$ cat src/hdl/bptc_pkg.sv
`timescale 1ns / 1ps
`default_nettype none
package bptc_pkg;
    localparam int DATA_W = 32;
    localparam int CFG_ADDR_W = 3;
    localparam logic [CFG_ADDR_W-1:0] REG_AC1_AC2 = 3'd0;
    localparam logic [CFG_ADDR_W-1:0] REG_AC3_AC4 = 3'd1;
    localparam logic [CFG_ADDR_W-1:0] REG_AC5_AC6 = 3'd2;
    localparam logic [CFG_ADDR_W-1:0] REG_B1_B2 = 3'd3;
    localparam logic [CFG_ADDR_W-1:0] REG_MC_MD = 3'd4;
    localparam logic [CFG_ADDR_W-1:0] REG_OSS = 3'd5;
    localparam logic [31:0] B6_OFFSET = 32'd4000;
    localparam logic [31:0] X3_OFFSET = 32'd32768;
    localparam logic [15:0] B7_SCALE = 16'd50000;
    localparam logic [31:0] P_MSB = 32'h8000_0000;
    localparam logic [11:0] P_C1 = 12'd3038;
    localparam logic [12:0] P_C2 = 13'd7357;
    localparam logic [31:0] P_C3 = 32'd3791;
    localparam logic [31:0] TEMP_MIN = 32'hFFFF_F800;
    localparam logic [31:0] TEMP_MAX = 32'd2047;
    localparam logic [31:0] PRESS_MAX = 32'd262143;
endpackage
`default_nettype wire

$ cat src/hdl/bptc_div.sv
`timescale 1ns / 1ps
`default_nettype none
module bptc_div #(
    parameter int DW = bptc_pkg::DATA_W,
    parameter int SIDE_W = 1
) (
    input  wire logic              clk,
    input  wire logic              rst_n,
    input  wire logic              en,
    input  wire logic              in_valid,
    input  wire logic [DW-1:0]     dividend,
    input  wire logic [DW-1:0]     divisor,
    input  wire logic [SIDE_W-1:0] side_in,
    output logic                   out_valid,
    output logic [DW-1:0]          quotient,
    output logic [SIDE_W-1:0]      side_out
);
    import bptc_pkg::*;

    logic [DW-1:0]     rem_reg [DW];
    logic [DW-1:0]     quo_reg [DW];
    logic [DW-1:0]     dvs_reg [DW];
    logic [SIDE_W-1:0] side_reg [DW];
    logic [DW-1:0]     vld_reg;

    for (genvar k = 0; k < DW; k++) begin : g_stage
        logic [DW-1:0] rem_in;
        logic [DW-1:0] quo_in;
        logic [DW-1:0] dvs_in;
        logic [SIDE_W-1:0] side_prev;
        logic          vld_in;
        logic [DW:0]   trial;
        logic          ge;
        logic [DW:0]   diff;
        if (k == 0) begin : g_first
            assign rem_in = '0;
            assign quo_in = dividend;
            assign dvs_in = divisor;
            assign side_prev = side_in;
            assign vld_in = in_valid;
        end else begin : g_next
            assign rem_in = rem_reg[k-1];
            assign quo_in = quo_reg[k-1];
            assign dvs_in = dvs_reg[k-1];
            assign side_prev = side_reg[k-1];
            assign vld_in = vld_reg[k-1];
        end
        assign trial = {rem_in, quo_in[DW-1]};
        assign ge = trial >= {1'b0, dvs_in};
        assign diff = trial - {1'b0, dvs_in};
        always_ff @(posedge clk or negedge rst_n) begin
            if (!rst_n) begin
                vld_reg[k] <= 1'b0;
            end else if (en) begin
                vld_reg[k] <= vld_in;
            end
        end
        always_ff @(posedge clk) begin
            if (en) begin
                rem_reg[k] <= ge ? diff[DW-1:0] : trial[DW-1:0];
                quo_reg[k] <= {quo_in[DW-2:0], ge};
                dvs_reg[k] <= dvs_in;
                side_reg[k] <= side_prev;
            end
        end
    end

    assign out_valid = vld_reg[DW-1];
    assign quotient = quo_reg[DW-1];
    assign side_out = side_reg[DW-1];
endmodule
`default_nettype wire

$ cat config.mk
export PLATFORM = sky130hd
export DESIGN_NAME = bptc_div
export DESIGN_NICKNAME = d
export VERILOG_FILES = /design/src/hdl/bptc_pkg.sv /design/src/hdl/bptc_div.sv
export SDC_FILE = /design/constraint.sdc
export NUM_CORES = 2
export LEC_CHECK = 0
export BUFFER_PORTS_ARGS = -buffer_cell sky130_fd_sc_hd__buf_2
export CAP_MARGIN = 20
export CORE_MARGIN = 1
export CORE_UTILIZATION = 64
export CTS_CLUSTER_DIAMETER = 50
export CTS_CLUSTER_SIZE = 10
export DETAILED_ROUTE_END_ITERATION = 8
export PLACE_DENSITY = 0.85
export RECOVER_POWER = 100
export REMOVE_ABC_BUFFERS = 1
export SETUP_SLACK_MARGIN = 0.3
export SYNTH_ARGS = -nofsm -noshare
export SYNTH_HDL_FRONTEND = slang
export SYNTH_SLANG_ARGS = --single-unit
$ cat constraint.sdc
create_clock -name clk -period 4.5 [get_ports clk]
set_input_delay 0.45 -clock clk [delete_from_list [all_inputs] [get_ports clk]]
set_output_delay 0.45 -clock clk [all_outputs]
set_load 0.02 [all_outputs]
Yosys cells after proc, flatten, opt, wreduce, memory -nomap -nowiden
Memories as Yosys holds them, arrays and structs flattened.
Index checks and enable logic that the tools add are counted.
Storage, ports and cells
  word-level logic and storage cells: 134
  ROM bits: 0
  register bits after elaboration: 32
  memories kept: 4
  input port bits: 69
  output and inout port bits: 34
  bits in latches: 0
  bits in writable memories: 3104
Memory list
  dvs_reg: words 32, width 32, read ports 31, clocked after Yosys merged registers in 0, write ports 32, line bptc_div.sv:22  | logic [DW-1:0] dvs_reg [DW];
  quo_reg: words 32, width 32, read ports 32, clocked after Yosys merged registers in 0, write ports 32, line bptc_div.sv:21  | logic [DW-1:0] quo_reg [DW];
  rem_reg: words 32, width 32, read ports 31, clocked after Yosys merged registers in 0, write ports 32, line bptc_div.sv:20  | logic [DW-1:0] rem_reg [DW];
  side_reg: words 32, width 1, read ports 32, clocked after Yosys merged registers in 0, write ports 32, line bptc_div.sv:23  | logic [SIDE_W-1:0] side_reg [DW];
Cells by class
  reduce and logical (&&, ||, !) cells: 0
  $add $sub $neg: 32
  $lt $le $gt $ge: 32
  shift operators: 0
  multiplexer cells: 34
  bitwise gates (word level): 0
  equality and inequality tests: 0
  div/mod/pow operators: 0
  multipliers: 0
Operators by type and width (number)
  two-way mux 32 bit: 32
  >= comparator 33 x 32 -> 1 bit: 31
  subtractor 32 bit: 31
  >= comparator 1 x 32 -> 1 bit: 1
  subtractor 1 x 32 -> 32 bit: 1
  two-way mux 1 bit: 2

Depth between registers and ports, before layout
An unclocked memory read counts as a cell.
  depth after elaboration: 3
  gate-level depth with buffers: 16
  mapped depth without buffers: 14

Worst setup path after synthesis
Ideal clock, no wire load.
  path kind: register -> register
  start point: memory rem_reg[1][73] (netlist name)
  end point: memory rem_reg[1][100] (netlist name) (data pin)
  path slack: 0.810 ns
  path buffers: 1
  cell stages (with the launch flop): 14
  arrival time: 3.430 ns
  cell sequence: edfxtp_1 ha_1 a21oi_1 o21ai_1 a211oi_1 o21ai_0 o41ai_2 o31ai_1 a41oi_2 o21ai_2 or3b_4 a311oi_4 buf_6 mux2_2
RTL lines (line)
  from (decl): bptc_div.sv:20

==> results.md <==
- Status: finished with violations
- Failing checks: DRC, capacitance limit, slew limit
- Syn Inst Count: 12400
- FILL cells: about 15000
- H-tree levels: 5
- Commonest cells in the netlist: edfxtp_1, inv_1, ha_1, a21oi_1, nand2_1
- Vias per std cell: roughly 6.1
- # nets final: between 10000 and 15000
- Asr flop ratio synth: 1.04%
- Die Wd: between 400 and 500 um
- Die H: slightly below 500 um
- Routed wire length: 361000 um
- Met1 usage: 31.3%
- Total core area: ~0.24 sq mm
- CP max stage cell: edfxtp_1
- WP buf/inv: 2
- I/O pin count: 103
- Endpoints failing setup: 0
- Initial drt markers: between 8000 and 9000
- Global route total overflow: 0
- Dpl hpwl: 255000 um
- ANT nets after route: 0
- Worst Path Max Fanout: 16
- Root buf cell: clkbuf_16
- Tot GR Track Use: 29.3%
- Gp weighted congestion: 0.992
- Sink Count: between 3000 and 4000
- Worst VDD drop: between 500 and 600 uV
- Number of max-cap violations: 8
- Max reg flops: about 1000
- Vias in the first global route: around 100k
- Clk_lat worst skew: 990 ps
- Hold Startpoint: dividend[1]
- Vias: between 90000 and 100k
- Row count: about 180
- First-pass GRT wire length: ~560000 um
- Worst reg2reg endpoint: rem_reg[1][318]
- Clock share of power: 21.6%
- Period minus WS final: 4340 ps
- Crit start category: flop
- Synth warnings: 0
- Total CTS buffers: between 300 and 400
- Skew final: between 80 and 90 ps
- Internal: between 80000 and 90000 uW
- RSZ-0062 raised after global routing: yes
- Endpoint with the worst hold slack: quo_reg[0][2]
- Drt first pass iters: 9
- Crit-path max cell delay: between 400 and 500 ps
- Fin. Hold Viols: 0
- Worst EP arrival: between 5000 and 6000 ps
- Yosys cell types: 91
- Starting density of the core: approximately 65%
- Sequential fraction of the synthesis area: around 60%
- Cell with the most instances after synthesis: edfxtp_1
- Critical path cell sequence: ha_1, nor2b_1, o21a_1, o21ai_4, a311oi_2, a221oi_4, a2111o_1, a21oi_1, o41ai_1, o31ai_1, a41oi_4, buf_4, buf_16, mux2_2
- Yosys reg bits: around 3000
- Share of the synthesized area in the top cell type: between 50 and 60%
- Origin of the critical flop-to-flop path: rem_reg[1][256]
- Largest net degree at the start of global routing: around 180
- Switching power share of the total: 36.1%
- Crit path capture type: flop
- Antenna violations before repair: 3
- WHS: ~180 ps
- Comb power frac: a little over two fifths
- Area growth syn-to-layout: 11.3%
- Syn_area_per_cell: approximately 12 sq um
- DRC errors left: 1
- Slew @ Worst Pin: about 2600 ps
- Synth area leaders: edfxtp_1, ha_1, mux2_2, inv_1, a21oi_1
- Flop-to-flop setup slack: between 150 and 200 ps
- HP Class: in -> reg
- Max-slew headroom: -72.9%
- GR Util met3: about 3.5%
- Worst R2R Path Depth: 14
- Clock transition at path regs: approximately 60 ps
- NetSw: roughly 46000 uW
- Pins Over Slew Limit: 644
- Dominant synthesized flop cell: edfxtp_1
- Largest area contributor in the netlist: edfxtp_1
- WS Path Type: reg -> reg
- Fin worst setup slack: roughly 160 ps
- Drt wl/cell: approximately 22 um
- Sequential share of power: between 30% and 40%
- Share of post-route cells with drive strength above 1: 9.79%
- Max Clk Rate: 231 MHz
- Crit path launch: rem_reg[1][256]
- Power per standard cell area: roughly 740 mW/mm^2
- Die ar.: around 0.24 sq mm
- Delay-heaviest family, CP: compound AO/OA/AOI/OAI gates
- Leak Pwr: between 0.06 and 0.07 uW
- Clock Path Buffers: 4
- Synth Cell Area: 0.154 sq mm
- Number of synthesized flops with an enable pin: between 3000 and 4000
- Hold path depth: 2
- Worst EP required: between 5000 and 6000 ps
- Dpl ws: 36.8 ps
- Met2 usage: 54.4%
- Buffers on Ports: about 100
- CTS tree: yes
- Final period utilization: between 90% and 100%
- Gr busiest metal: met2
## cells in the final DEF (no fill, tap or decap), types with 113 or more instances in the layout
cell type,count
edfxtp_1,3040
inv_1,1268
ha_1,990
a21oi_1,889
nand2_1,785
o21ai_0,729
nor2_1,557
a21o_1,509
xnor2_1,495
mux2_2,468
clkbuf_16,394
xor2_1,320
nand3_1,183
clkbuf_1,183
nand2b_1,142
nand4_1,129
nor3_1,127
nor2b_1,122
o21bai_1,116
buf_4,113
## through the flow
step	util, %	setup TNS, ps	total power [uW]	instances	instance area [sq um]
after floorplan	-	-84490	82700	12100	153000
after global placement	67.1	0	96300	15600	160000
after detailed placement	67.1	0	98300	15600	160000
after CTS	72.1	0	127000	16200	172000
after global routing	71.9	0	134000	16200	172000
final	71.9	0	127000	16200	172000
## layout make-up
type                       instances  area [sq um]  share of cell area [%]
clock inverter                    89           890                   0.518
tap                             3167          3960                    2.31
antenna                            1          2.50                 0.00146
timing repair buffer             413          3120                    1.82
sequential                      3072         92100                    53.6
clock buffer                     446         10000                    5.83
multi-input combinational       7774         56900                    33.1
inverter                        1269          4760                    2.77
## worst max-delay path by stage
stage | endpoint | slack (ps) | cells after the start
5_1_grt | rem_reg[1][119] | 110 | 17
3_3_place_gp | rem_reg[1][8] | 140 | 14
4_1_cts | rem_reg[1][304] | 240 | 14
2_1_floorplan | rem_reg[0][412] | -1480 | 11
3_5_place_dp | rem_reg[1][0] | 40 | 15
6_report | rem_reg[1][318] | 160 | 14
## cell families after synthesis
family                     after synthesis  synth area share, %
and+or+nand+nor                       2355                 7.23
DFF                                   3072                 59.7
muxes                                  535                 3.88
xor gates and xnor gates               815                 4.62
AOI/OAI and AO/OA                     3045                 12.5
buffers and inverters                 1509                 3.71
adders and majority gates             1024                 8.45
## repair_timing
item,CTS,global route
endpoints found under the setup margin,148,374
gates resized for setup,24,64
gates cloned,2,2
buffers inserted,9,15
hold buffers,68,0
endpoints found under the hold margin,111,0
pin swaps,7,16
## per-layer routing
metal | vias to the layer above | wire (um)
li1 | 46700 | -
met1 | 48200 | 128000
met2 | 3497 | 190000
met3 | 1202 | 15200
met4 | 0 | 27000
met5 | - | 0
## power by group through the flow
stage	logic, uW	clock network [uW]	registers (uW)
floorplan	39300	0	43400
global placement	50800	0	45500
detailed placement	52700	0	45700
CTS	53800	27800	45200
global route	59500	28900	45800
finish	54500	27400	45300
## worst register-to-register path, cell delays in order, from the launching register on
cell and delay (ps):
edfxtp_1 440, ha_1 340, nor2b_1 150, o21a_1 250, o21ai_4 240, a311oi_2 230
a221oi_4 390, a2111o_1 330, a21oi_1 130, o41ai_1 390, o31ai_1 220, a41oi_4 190
buf_4 190, buf_16 190, mux2_2 360
Note: power is estimated with default switching activity, not from simulation.
